File: src/sv/rsep_pkg.sv
// Shared types, constants and GF(2^8) helpers for the erasure parity encoder.
// Used by the front, queue and back modules; depends on nothing else.
package rsep_pkg;

    localparam int GF_BITS  = 8;
    localparam int GF_SIZE  = 1 << GF_BITS;
    localparam int GF_ORDER = GF_SIZE - 1;
    // Field polynomial x^8 + x^4 + x^3 + x^2 + 1 (0x11D).
    localparam logic [GF_BITS:0] GF_POLY = 9'o435;

    typedef logic [GF_SIZE-1:0][GF_BITS-1:0] t_gf_tab;

    // One classified data byte on its way from the front to the back.
    typedef struct packed {
        logic       last;   // closes the stripe
        logic       zero;   // data byte is zero, so it has no logarithm
        logic [7:0] log_d;  // log of the data byte
        logic [7:0] log_b;  // log of the block's base, block number plus one
    } t_item;

    localparam int QDEPTH = 4;
    localparam int QAW    = 2;

    localparam logic       REG_NATIVE   = 1'b0;
    localparam logic       REG_PARITY   = 1'b1;
    localparam logic [5:0] NATIVE_RESET = 6'd4;
    localparam logic [4:0] PARITY_RESET = 5'd2;

    function automatic t_gf_tab gen_exp();
        t_gf_tab          tab;
        logic [GF_BITS:0] x;
        tab = '0;
        x   = 9'd1;
        for (int e = 0; e < GF_ORDER; e++) begin
            tab[e] = x[7:0];
            x = {x[7:0], 1'b0};
            if (x[GF_BITS]) begin
                x = x ^ GF_POLY;
            end
        end
        tab[GF_ORDER] = tab[0];
        return tab;
    endfunction

    function automatic t_gf_tab gen_log();
        t_gf_tab tab;
        t_gf_tab ex;
        tab = '0;
        ex  = gen_exp();
        for (int e = 0; e < GF_ORDER; e++) begin
            tab[ex[e]] = 8'(e);
        end
        return tab;
    endfunction

    localparam t_gf_tab GF_EXP = gen_exp();
    localparam t_gf_tab GF_LOG = gen_log();

    // Reduce a 16-bit value modulo 255 by folding the two bytes together.
    function automatic logic [7:0] mod255(input logic [15:0] s);
        logic [8:0] s1;
        logic [8:0] s2;
        s1 = {1'b0, s[15:8]} + {1'b0, s[7:0]};
        s2 = {8'd0, s1[8]} + {1'b0, s1[7:0]};
        return (s2 == 9'd255) ? 8'd0 : s2[7:0];
    endfunction

    // Sum of two exponents that are already below 255, modulo 255.
    function automatic logic [7:0] add_mod255(input logic [7:0] a, input logic [7:0] b);
        logic [8:0] t;
        t = {1'b0, a} + {1'b0, b};
        if (t >= 9'd255) begin
            t = t - 9'd255;
        end
        return t[7:0];
    endfunction

endpackage

File: src/sv/rsep_fifo.sv
// Short queue of classified bytes between the front and the back end.
// Depends on rsep_pkg for the entry type and depth.
module rsep_fifo import rsep_pkg::*; (
    input  logic  i_clk,
    input  logic  i_rst_n,
    input  logic  i_push,
    input  t_item i_item,
    output logic  o_full,
    output logic  o_valid,
    input  logic  i_pop,
    output t_item o_item
);

    t_item          r_mem [QDEPTH];
    logic [QAW-1:0] r_wp;
    logic [QAW-1:0] r_rp;
    logic [QAW:0]   r_cnt;

    assign o_full  = (r_cnt == (QAW+1)'(QDEPTH));
    assign o_valid = (r_cnt != '0);
    assign o_item  = r_mem[r_rp];

    always_ff @(posedge i_clk) begin
        if (i_push) begin
            r_mem[r_wp] <= i_item;
        end
    end

    always_ff @(posedge i_clk) begin
        if (!i_rst_n) begin
            r_wp  <= '0;
            r_rp  <= '0;
            r_cnt <= '0;
        end else begin
            if (i_push) begin
                r_wp <= r_wp + QAW'(1);
            end
            if (i_pop) begin
                r_rp <= r_rp + QAW'(1);
            end
            if (i_push && !i_pop) begin
                r_cnt <= r_cnt + (QAW+1)'(1);
            end else if (!i_push && i_pop) begin
                r_cnt <= r_cnt - (QAW+1)'(1);
            end
        end
    end

endmodule

File: config.mk
export PLATFORM = sky130hd
export DESIGN_NAME = rsep_fifo
export DESIGN_NICKNAME = d
export VERILOG_FILES = /design/src/sv/rsep_pkg.sv /design/src/sv/rsep_fifo.sv
export SDC_FILE = /design/constraint.sdc
export NUM_CORES = 1
export LEC_CHECK = 0
export BUFFER_PORTS_ARGS = -buffer_cell sky130_fd_sc_hd__buf_2
export CAP_MARGIN = 20
export CORE_MARGIN = 1.5
export CORE_UTILIZATION = 56
export CTS_CLUSTER_DIAMETER = 120
export DETAILED_ROUTE_END_ITERATION = 16
export MAX_ROUTING_LAYER = met4
export PLACE_DENSITY = 0.8
export SYNTH_ARGS = -nofsm -noshare
export SYNTH_HDL_FRONTEND = slang
export SYNTH_SLANG_ARGS = --single-unit
export TNS_END_PERCENT = 5
File: constraint.sdc
create_clock -name i_clk -period 1.75 [get_ports i_clk]
set_clock_uncertainty 0.05 [all_clocks]
set_input_delay 0.175 -clock i_clk [delete_from_list [all_inputs] [get_ports i_clk]]
set_output_delay 0.175 -clock i_clk [all_outputs]
set_load 0.02 [all_outputs]
==> impl_metrics.tcl <==
set metrics [dict create \
    status "finished, violations left" \
    violations "negative setup slack" \
    cts-root-buf "clkbuf_8" \
    syn-num-nets 165 \
    yosysMostFrequentCell "edfxtp_1" \
    core_area_um2 5205 \
    critPathRequiredTime_ns 1.52 \
    fin_util_pct 73.20 \
    p_leak_uw 0.001368 \
    numCtsBuffers 9 \
    peakVddDrop_mv 0.6403 \
    gr-total-overflow 0 \
    synthesis.area_um2 3085 \
    tns_ns -0.2368 \
    num_rows 26 \
    drtAntennaViolNets 0 \
    nNetsFinal 238 \
    final_cells 285 \
    synthTopCellsByArea "edfxtp_1 (70%), mux4_2 (7.3%), mux4_1 (6.8%), dfxtp_1 (5.8%), ha_1 (2.0%)" \
    clock-sinks 81 \
    slew_headroom_pct 69.08 \
    hold_ws_ns 0.01556 \
    grt_pass1_wl_mm 8.017 \
    start_kind "flop" \
    synth_top_area_cell "edfxtp_1" \
    drive_above_1_share_pct 39.53 \
    worstSetupEndpointType "output pin" \
    hold_viol_final 0 \
    grt_start_max_net_pins 19 \
    die_area_um2 5964 \
    yosysWarnings 0 \
    synth_top_area_share_pct 70.07 \
    postCtsSetupBuffers 0 \
    synth_seq_cells 81 \
    synth_edf_count 72 \
    ys_seq_area_share_pct 75.91 \
    power.density_nw_per_um2 1073 \
    cts.clk_slew.worst_paths_ns 0.08 \
    grt_pass1_vias 1571 \
    initial_utilization_pct 59.28 \
    wl_per_cell_um 17.58 \
    crit_type "flop to output pin" \
    wl_met1_mm 2.118 \
    hpwlAfterDp_mm 3.087 \
    min_period_over_period_pct 101.9 \
    finalSetupViolations 18 \
    max_freq_mhz 561.0 \
    routed_via_density 5.323 \
    yosys_most_used_dff "edfxtp_1" \
    antenna_cells 0 \
    min_period_ns 1.782 \
    reg2reg_depth 4 \
    synthCells 137 \
    wl_met3_um 232 \
    die_w_um 77.23 \
    rsz0062_at_grt "yes" \
    clk_latency_ns 0.35 \
    dp.cells 252 \
    detail_route.iter0.violations 112 \
    areaGrowthSynthToFinish_pct 23.48 \
    htreeDepth 3 \
    finalPower_uw 4090 \
    synthArstFlopShare_pct 0 \
    ys_types 20 \
    drv_slew 0 \
    wirelength_mm 5.009 \
    hold_class "input port to flop" \
    io_pins 42 \
    crit_fanout 6 \
    crit_arrival_ns 1.56 \
    synth_area_per_cell_um2 22.52 \
    numPortBuffers 41 \
    firstDrtPassIters 4 \
    num_vias 1517 \
    cap_violations 0 \
    antenna_found_initial 0 \
    cts_tree "done" \
    drc 0 \
    synth_common_cells "edfxtp_1 (72), mux4_2 (10), and2_1 (9), dfxtp_1 (9), mux4_1 (8)" \
    gp_congestion 0.7057 \
    highest_layer "met4" \
    worst_hold_path.num_cells 1 \
    worst_slew_pin_slew_ns 0.4638 \
    grt_use_total_pct 19.27 \
    die_h_um 77.23 \
    cts_buffer_depth 2 \
    setup_ws_ns -0.03248 \
    wl_met2_mm 2.568 \
]
==> cell type report <==
type                    instances  area [µm²]
clock buffers                  12       155.1
clock inverters                 4       23.77
fillers                       319        1395
inverters                       4       15.01
multi-input cells              48       659.4
flip-flops and latches         81        2346
well taps                      70       87.58
repair buffers                 66       523.0
==> what timing repair did <==
action                                  in CTS  in global routing
resized for setup                           35                  4
endpoints found under the setup margin      18                 44
hold endpoints to repair                    62                  4
hold buffers                                16                  1
==> where the power goes <==
group	internal, µW	switching, µW
sequential	2210	42.4
combinational	304	297
clock	593	640
==> state kept, by name (all words and copies together) (netlist names), named ones only <==
signal and cells:
r_mem 72, r_wp 2, r_rp 2, r_cnt 3
==> final timing paths <==
path | startpoint | end | slack, ns
min | i_item[17] | r_mem[3][17] | 0.02
min reg2reg | r_cnt[2] | r_cnt[2] | 0.49
max reg2reg | r_cnt[0] | r_cnt[2] | 0.16
max | flop | o_item[12] | -0.03
==> critical path: stages, from the launching register on <==
cell and delay (ns):
dfxtp_4 0.38, buf_8 0.14, mux4_2 0.53, buf_6 0.15
==> cell usage in the layout, fill, tap and decap left out, drive strengths merged <==
cell type	n
nor3b	1
nor2b	2
o21ai	1
or3	2
edfxtp	72
mux2i	2
clkbuf	12
ha	5
dfxtp	9
and2	9
xor2	3
dlygate4sd3	17
xnor2	2
mux4	18
buf	49
a21boi	1
clkinv	1
fa	1
inv	7
nand2	1
==> metal layers <==
layer	global-route usage, %	vias to the layer above
met3	7.262	11
met2	29.30	44
met1	23.72	770
met5	-	-
li1	-	692
met4	7.273	0
==> per-stage QoR <==
step | setup slack, ns | cell area [µm²]
2_1_floorplan | 0.2482 | 3085
3_3_place_gp | 0.09109 | 3397
3_5_place_dp | 0.002668 | 3397
4_1_cts | -0.05216 | 3791
5_1_grt | -0.09202 | 3810
6_report | -0.03248 | 3810
==> logic make-up (layout without fill, tap and decap cells) <==
family,after synthesis,after routing,synth area share (%)
simple gates,15,15,3.001
compound gates,2,2,0.4055
fa+ha+maj,6,6,2.676
mux,20,20,14.76
xor+xnor,5,5,1.420
flops,81,81,75.91
buf+inv,8,86,1.825
Power figures use the tool's default switching activity.
